`src/hw/rtl/gpc_pkg.sv`:
```
// shared types and constants for the grid path count block
`default_nettype none
package gpc_pkg;

  localparam int COUNT_W  = 30;
  localparam int SUM_W    = 9;
  localparam int CODE_W   = 2;
  localparam int GRID_W   = 7;

  localparam int MAX_SIDE_DEF = 64;

  localparam logic [GRID_W-1:0]  GRID_RESET = GRID_W'(64);
  localparam logic [COUNT_W:0]   COUNT_MOD  = (COUNT_W+1)'(1000000007);
  localparam logic [SUM_W-1:0]   SUM_LIMIT  = SUM_W'(511);

  // bit positions of the exit directions inside a cell code
  localparam int EXIT_RIGHT_BIT = 0;
  localparam int EXIT_DOWN_BIT  = 1;

  typedef struct packed {
    logic               reach;
    logic [CODE_W-1:0]  code;
    logic [SUM_W-1:0]   sum;
    logic [COUNT_W-1:0] count;
  } line_entry_t;

  typedef struct packed {
    logic first;
    logic has_above;
    logic has_left;
  } cell_ctl_t;

endpackage
`default_nettype wire

```
`src/hw/rtl/gpc_line_buf.sv`:
```
// line store holding the results of the row above, registered read
`default_nettype none
module gpc_line_buf #(
  parameter int DEPTH  = gpc_pkg::MAX_SIDE_DEF,
  parameter int ADDR_W = 6
) (
  input  wire                        clk,
  input  wire                        rd_en,
  input  wire [ADDR_W-1:0]           rd_addr,
  output gpc_pkg::line_entry_t       rd_data,
  input  wire                        wr_en,
  input  wire [ADDR_W-1:0]           wr_addr,
  input  wire gpc_pkg::line_entry_t  wr_data
);
  import gpc_pkg::*;

  line_entry_t mem [DEPTH];

  always_ff @(posedge clk) begin
    if (wr_en) begin
      mem[wr_addr] <= wr_data;
    end
  end

  always_ff @(posedge clk) begin
    if (rd_en) begin
      rd_data <= mem[rd_addr];
    end
  end

endmodule
`default_nettype wire

```
`src/hw/rtl/gpc_cell.sv`:
```
// per-cell update: path count mod p, best sum, and the left neighbor registers
`default_nettype none
module gpc_cell (
  input  wire                            clk,
  input  wire                            rst,
  input  wire                            clr,
  input  wire                            en,
  input  wire [gpc_pkg::CODE_W-1:0]      code,
  input  wire gpc_pkg::cell_ctl_t        ctl,
  input  wire gpc_pkg::line_entry_t      above,
  output gpc_pkg::line_entry_t           result,
  output logic [gpc_pkg::COUNT_W-1:0]    res_count,
  output logic [gpc_pkg::SUM_W-1:0]      res_sum
);
  import gpc_pkg::*;

  line_entry_t left;

  logic              above_ok;
  logic              left_ok;
  logic [SUM_W:0]    sum_a_raw;
  logic [SUM_W:0]    sum_l_raw;
  logic [SUM_W-1:0]  sum_a;
  logic [SUM_W-1:0]  sum_l;
  logic [COUNT_W:0]  count_raw;
  logic [COUNT_W-1:0] count_mod;

  assign above_ok = ctl.has_above && above.reach && above.code[EXIT_DOWN_BIT];
  assign left_ok  = ctl.has_left && left.reach && left.code[EXIT_RIGHT_BIT];

  assign sum_a_raw = (SUM_W+1)'(above.sum) + (SUM_W+1)'(code);
  assign sum_l_raw = (SUM_W+1)'(left.sum) + (SUM_W+1)'(code);
  assign sum_a = sum_a_raw[SUM_W] ? SUM_LIMIT : sum_a_raw[SUM_W-1:0];
  assign sum_l = sum_l_raw[SUM_W] ? SUM_LIMIT : sum_l_raw[SUM_W-1:0];

  assign count_raw = (above_ok ? (COUNT_W+1)'(above.count) : '0)
                   + (left_ok  ? (COUNT_W+1)'(left.count)  : '0);
  // both terms are below the modulus, so one subtract is enough
  assign count_mod = (count_raw >= COUNT_MOD) ? COUNT_W'(count_raw - COUNT_MOD)
                                              : count_raw[COUNT_W-1:0];

  always_comb begin
    result.code = code;
    if (ctl.first) begin
      result.reach = 1'b1;
      result.count = COUNT_W'(1);
      result.sum   = SUM_W'(code);
    end else begin
      result.reach = above_ok || left_ok;
      result.count = count_mod;
      if (above_ok && left_ok) begin
        result.sum = (sum_l > sum_a) ? sum_l : sum_a;
      end else if (above_ok) begin
        result.sum = sum_a;
      end else if (left_ok) begin
        result.sum = sum_l;
      end else begin
        result.sum = SUM_W'(code);
      end
    end
  end

  assign res_count = result.count;
  assign res_sum   = result.reach ? result.sum : '0;

  always_ff @(posedge clk) begin
    if (rst || clr) begin
      left <= '0;
    end else if (en) begin
      left <= result;
    end
  end

endmodule
`default_nettype wire

```
`src/hw/rtl/grid_path_count_max_sum_core.sv`:
```
// top level: raster position tracking, input stage, line store and result register
//
//   channel | signals                          | direction
//   in      | in_valid in_ready cell_code      | cells in raster order
//   out     | out_valid out_ready path_count best_sum | one result per grid
//   cfg     | cfg_valid cfg_ready cfg_data     | grid side, restarts grid
//
// one cell per cycle unless a grid's last cell waits on a held result; a cell
// is registered in the input stage while the line store is read alongside,
// then the update writes the line store, and the result register on a last cell.
// the line store read address is the column of the incoming cell.
// reset and every cfg write restart at the top left cell.
// a held result stalls input once the last cell of the next grid is waiting.
`default_nettype none
module grid_path_count_max_sum_core #(
  parameter int MAX_SIDE = gpc_pkg::MAX_SIDE_DEF
) (
  input  wire                           clk,
  input  wire                           rst,
  input  wire                           in_valid,
  output logic                          in_ready,
  input  wire [gpc_pkg::CODE_W-1:0]     cell_code,
  output logic                          out_valid,
  input  wire                           out_ready,
  output logic [gpc_pkg::COUNT_W-1:0]   path_count,
  output logic [gpc_pkg::SUM_W-1:0]     best_sum,
  input  wire                           cfg_valid,
  output logic                          cfg_ready,
  input  wire [gpc_pkg::GRID_W-1:0]     cfg_data
);
  import gpc_pkg::*;

  localparam int POS_W  = (MAX_SIDE > 1) ? $clog2(MAX_SIDE) : 1;
  localparam int SIDE_W = $clog2(MAX_SIDE + 1);
  localparam int CMP_W  = (SIDE_W > GRID_W) ? SIDE_W : GRID_W;

  logic [GRID_W-1:0] grid_size;
  logic [CMP_W-1:0]  gs_ext;
  logic [SIDE_W-1:0] side;

  logic [POS_W-1:0]  row_pos;
  logic [POS_W-1:0]  col_pos;
  logic [SIDE_W-1:0] row_inc;
  logic [SIDE_W-1:0] col_inc;
  logic              row_last;
  logic              col_last;

  logic              in_fire;
  logic              cfg_fire;
  logic              s1_valid;
  logic [CODE_W-1:0] s1_code;
  cell_ctl_t         s1_ctl;
  logic              s1_last;
  logic [POS_W-1:0]  s1_col;
  logic              s1_adv;
  logic              out_free;

  cell_ctl_t         in_ctl;
  line_entry_t       above;
  line_entry_t       result;
  logic [COUNT_W-1:0] res_count;
  logic [SUM_W-1:0]  res_sum;

  assign cfg_ready = 1'b1;
  assign cfg_fire  = cfg_valid && cfg_ready;

  assign gs_ext = CMP_W'(grid_size);
  always_comb begin
    if (gs_ext == '0) begin
      side = SIDE_W'(1);
    end else if (gs_ext > CMP_W'(MAX_SIDE)) begin
      side = SIDE_W'(MAX_SIDE);
    end else begin
      side = SIDE_W'(gs_ext);
    end
  end

  assign row_inc  = SIDE_W'(row_pos) + SIDE_W'(1);
  assign col_inc  = SIDE_W'(col_pos) + SIDE_W'(1);
  assign row_last = (row_inc == side);
  assign col_last = (col_inc == side);

  assign in_ctl.first     = (row_pos == '0) && (col_pos == '0);
  assign in_ctl.has_above = (row_pos != '0);
  assign in_ctl.has_left  = (col_pos != '0);

  assign out_free = !out_valid || out_ready;
  assign s1_adv   = s1_valid && (!s1_last || out_free);
  assign in_ready = !s1_valid || s1_adv;
  assign in_fire  = in_valid && in_ready;

  always_ff @(posedge clk) begin
    if (rst) begin
      grid_size <= GRID_RESET;
      row_pos   <= '0;
      col_pos   <= '0;
    end else if (cfg_fire) begin
      grid_size <= cfg_data;
      row_pos   <= '0;
      col_pos   <= '0;
    end else if (in_fire) begin
      if (col_last) begin
        col_pos <= '0;
        row_pos <= row_last ? '0 : POS_W'(row_inc);
      end else begin
        col_pos <= POS_W'(col_inc);
      end
    end
  end

  // input stage: cell waits here while the line store read completes
  always_ff @(posedge clk) begin
    if (rst) begin
      s1_valid <= 1'b0;
    end else if (in_fire) begin
      s1_valid <= 1'b1;
    end else if (s1_adv) begin
      s1_valid <= 1'b0;
    end
  end

  always_ff @(posedge clk) begin
    if (in_fire) begin
      s1_code <= cell_code;
      s1_ctl  <= in_ctl;
      s1_last <= col_last && row_last;
      s1_col  <= col_pos;
    end
  end

  gpc_line_buf #(
    .DEPTH  (MAX_SIDE),
    .ADDR_W (POS_W)
  ) u_line_buf (
    .clk     (clk),
    .rd_en   (in_fire),
    .rd_addr (col_pos),
    .rd_data (above),
    .wr_en   (s1_adv),
    .wr_addr (s1_col),
    .wr_data (result)
  );

  gpc_cell u_cell (
    .clk       (clk),
    .rst       (rst),
    .clr       (cfg_fire),
    .en        (s1_adv),
    .code      (s1_code),
    .ctl       (s1_ctl),
    .above     (above),
    .result    (result),
    .res_count (res_count),
    .res_sum   (res_sum)
  );

  always_ff @(posedge clk) begin
    if (rst) begin
      out_valid <= 1'b0;
    end else if (s1_adv && s1_last) begin
      out_valid <= 1'b1;
    end else if (out_ready) begin
      out_valid <= 1'b0;
    end
  end

  always_ff @(posedge clk) begin
    if (s1_adv && s1_last) begin
      path_count <= res_count;
      best_sum   <= res_sum;
    end
  end

endmodule
`default_nettype wire

```
`config.mk`:
```
export PLATFORM = sky130hd
export DESIGN_NAME = grid_path_count_max_sum_core
export DESIGN_NICKNAME = d
export VERILOG_FILES = /design/src/hw/rtl/gpc_pkg.sv /design/src/hw/rtl/gpc_line_buf.sv /design/src/hw/rtl/gpc_cell.sv /design/src/hw/rtl/grid_path_count_max_sum_core.sv
export SDC_FILE = /design/constraint.sdc
export NUM_CORES = 2
export LEC_CHECK = 0
export BUFFER_PORTS_ARGS = -buffer_cell sky130_fd_sc_hd__buf_2
export CELL_PAD_IN_SITES_DETAIL_PLACEMENT = 1
export CELL_PAD_IN_SITES_GLOBAL_PLACEMENT = 1
export CORE_ASPECT_RATIO = 0.9
export CORE_MARGIN = 2
export CORE_UTILIZATION = 30
export CTS_BUF_LIST = sky130_fd_sc_hd__clkbuf_8
export DETAILED_ROUTE_END_ITERATION = 12
export PLACE_DENSITY_LB_ADDON = 0.1
export SYNTH_ARGS = -nofsm -noshare
export SYNTH_HDL_FRONTEND = slang
export SYNTH_SLANG_ARGS = --single-unit
```
`constraint.sdc`:
```
create_clock -name clk -period 10.1 [get_ports clk]
set_input_delay 1.01 -clock clk [delete_from_list [all_inputs] [get_ports clk]]
set_output_delay 1.01 -clock clk [all_outputs]
set_load 0.01 [all_outputs]
```
==> impl_metrics.ini <==
[outcome]
status = completed

[synth]
yosys_most_used_dff = edfxtp_1
synth_nets = 5131
yosys.area.top_type = edfxtp_1
synth_edf_count = 2716
yosys_register_bits = 2778
synth_cell_type_count = 96
ys_warn_count = 0
netlist_area_um2 = 109700
ys_async_sr_fraction_pct = 0
synth_cells = 5066
synth_area_leaders = edfxtp_1 74%, mux4_2 17%, dfxtp_1 1.1%, nor2_1 0.66%, mux2i_1 0.62%
syn_avg_cell_area_um2 = 21.65
synth-seq-area-share_pct = 75.50
synth_top_area_share_pct = 74.37

[worst_setup_path]
critPathCaptureType = flop
startpoint = u_line_buf.rd_data[40]
critPathMaxStageDelay_ns = 0.61
r2r-start = u_line_buf.rd_data[40]
reg2reg_slack_ns = 3.80
crit_arrival_ns = 7.12
worstPathRequired_ns = 10.92
reg2regPathDepth = 17
cpMaxStageDelayCell = nor2_4
path_class = reg2reg
endpoint = path_count[7]
start_kind = flop
r2r_end = path_count[7]
crit_chain = and3_1, buf_4, and2_1, ha_1, fa_1, a21o_1, a221o_1, a311oi_2, a21oi_1, xnor2_1, nor3_1, o211ai_2, a21o_4, a21oi_1, xor2_1, nor2_4, buf_4
cp_max_fo = 33

[sta]
finalMaxSlewViolations = 0
period_share_pct = 62.41
setup_violations = 0
max_freq_ghz = 0.1587
clock_skew_ns = 0.1276
max_slew.worst_pin.slew_ns = 1.359
tns_ns = 0
grt_setup_unrepaired = no
finalCriticalPeriod_ns = 6.303
hold_violations = 0
holdWs_ns = 0.1586
slew_headroom_pct = 9.214

[cells_and_area]
drive_gt1_share_pct = 30.35
area_growth_syn_to_layout_pct = 15.04
fill_cells = 35657
nets = 5594
stdcell_count = 10808
final_common_cell = edfxtp_1
final_util_pct = 34.69
layout_common_cells = 2716 x edfxtp_1, 804 x mux4_2, 483 x clkbuf_8

[clock_tree]
clockBufferDepth = 4
clockRootBuffer = clkbuf_8
cts.htree.levels = 5
tritoncts = yes
numCtsBuffers = 468
cts_sinks = 2778
clkLatencyLatePin_ns = 1.13
clk_pin_slew_worst_paths_ns = 0.06
cts_setup_buffers = 0

[floorplan]
die_area_um2 = 370400
die_w_um = 641.3
fp.coreArea_um2 = 363600
rows = 210
start_util_pct = 30.16
fp.dieH_um = 577.6
io_pins = 56

[pwr]
p_leak_nw = 40.95
pwr_density_cell_nw_per_um2 = 180.0
ir_drop_uv = 108.2

[placed_design]
post-place-cells = 9934
io_buffer_count = 54
place_hpwl_um = 213700
globalplace.congestion = 0.8225

[route]
ant_nets = 0
drc = 0
dr.pass1.iters = 7
wl_per_cell_um = 35.23
routed-via-count = 56079
routed_via_density = 5.189
drt-initial-drc-count = 5970
finalWirelength_um = 380700

[global_routing]
grt_pass1_vias = 58325
grt_pass1_wl_um = 513300
overflow = 0
grt_max_degree = 114
antenna_found_initial = 51
track_usage_pct = 20.39

[run]
maxCapViolCount = 0

[hold_path]
hold_class = in2reg
area by class of cell:
cell class | instances | area, µm² | area share, %
Antenna cell | 7 | 17.52 | 0.01388
Clock buffer | 483 | 6648 | 5.269
Clock inverter | 383 | 1987 | 1.575
Inverter | 31 | 118.9 | 0.09422
Multi-Input combinational cell | 1980 | 26420 | 20.94
Sequential cell | 2778 | 82820 | 65.65
Tap cell | 4876 | 6101 | 4.836
Timing Repair Buffer | 270 | 2044 | 1.621
where the power goes:
group / total, mW / switching, mW / leakage (nW) / internal [mW]
Clock: 9.49 / 4.78 / 4.93 / 4.71
Combinational: 0.634 / 0.376 / 8.45 / 0.257
Sequential: 12.6 / 0.0336 / 27.6 / 12.6
Total: 22.7 / 5.19 / 40.9 / 17.5
timing repair:
item / CTS / global route
endpoints found under the hold margin: 1 / 0
hold buffers: 1 / 0
resized for setup: 0 / 0
logic make-up after synthesis:
| family | after synthesis | synth area share, % |
|---|---|---|
| buffers and inverters | 308 | 1.103 |
| and+or+nand+nor | 586 | 2.607 |
| muxes | 876 | 17.17 |
| AOI/OAI and AO/OA | 400 | 2.470 |
| xor gates and xnor gates | 66 | 0.5408 |
| other | 1 | 0.003419 |
| DFF | 2778 | 75.50 |
| adders and majority gates | 51 | 0.6024 |
how the worst min path moves through the flow:
| stage | startpoint | end | slack, ns | depth (start not counted) |
|---|---|---|---|---|
| after global routing | cfg_data[6] | grid_size[6] | 0.09 | 2 |
| after CTS | cfg_data[6] | grid_size[6] | 0.007 | 2 |
| after detailed placement | u_cell.left[26] | u_cell.left[26] | 0.44 | 2 |
| final | cfg_data[6] | grid_size[6] | 0.16 | 2 |
| after global placement | u_cell.left[26] | u_cell.left[26] | 0.44 | 2 |
| after floorplan | col_pos[4] | s1_col[4] | 0.41 | 0 |
state kept, by name, indices dropped and copies added, names as in the netlist:
name / cells
u_line_buf.mem: 2624
u_cell.left: 41
u_line_buf.rd_data: 41
path_count: 30
best_sum: 9
grid_size: 7
col_pos: 6
row_pos: 6
s1_col: 6
s1_ctl: 3
s1_code: 2
out_valid: 1
s1_last: 1
s1_valid: 1
through the flow:
step	instance area, µm²	power [mW]	setup slack, ns
6_report	126200	22.71	3.797
5_1_grt	126100	23.52	3.425
4_1_cts	126100	23.02	3.857
3_5_place_dp	117500	13.47	3.926
3_3_place_gp	117500	13.47	3.921
2_1_floorplan	109700	13.23	3.597
cells in the mapped netlist, types with 6 or more instances:
cell type  number
o31ai_1         6
o21a_1         13
o211ai_1        8
a31oi_1        13
nand3_1        41
o21ai_1        27
inv_1          30
buf_1          80
clkbuf_1      171
buf_2          20
dfxtp_1        62
nand2b_1        8
nand4_1        14
a22oi_1        14
o22ai_1        24
and3_1         21
mux2i_1        68
nor2b_1        26
edfxtp_1     2716
xnor2_1        36
a21o_1         17
mux4_2        804
o21bai_1        6
xor2_1         29
ha_1           48
o21ai_0        39
or3_1           7
nor3_1         21
nand2_1       139
and2_1         72
nand3b_1        7
a211oi_1       41
a21oi_1       120
nor2_1        193
worst max-delay path: cells and delay by family (launching register included):
family                     cells  cell delay (ns)
AOI/OAI and AO/OA              7             2.15
and+or+nand+nor                4             1.55
adders and majority gates      2             0.73
buffers and inverters          2             0.72
DFF                            1             0.41
xor gates and xnor gates       2             0.36
metal layers:
layer / global-route usage [%] / wire length (µm) / vias up / share of wire [%]
li1: - / - / 22418 / -
met1: 28.98 / 169900 / 31148 / 45
met2: 31.52 / 173900 / 1931 / 46
met3: 4.310 / 25470 / 576 / 6.7
met4: 5.884 / 11370 / 6 / 3.0
met5: 0 / 41 / - / 0.011
No activity file was read; power rests on OpenSTA's default activity.
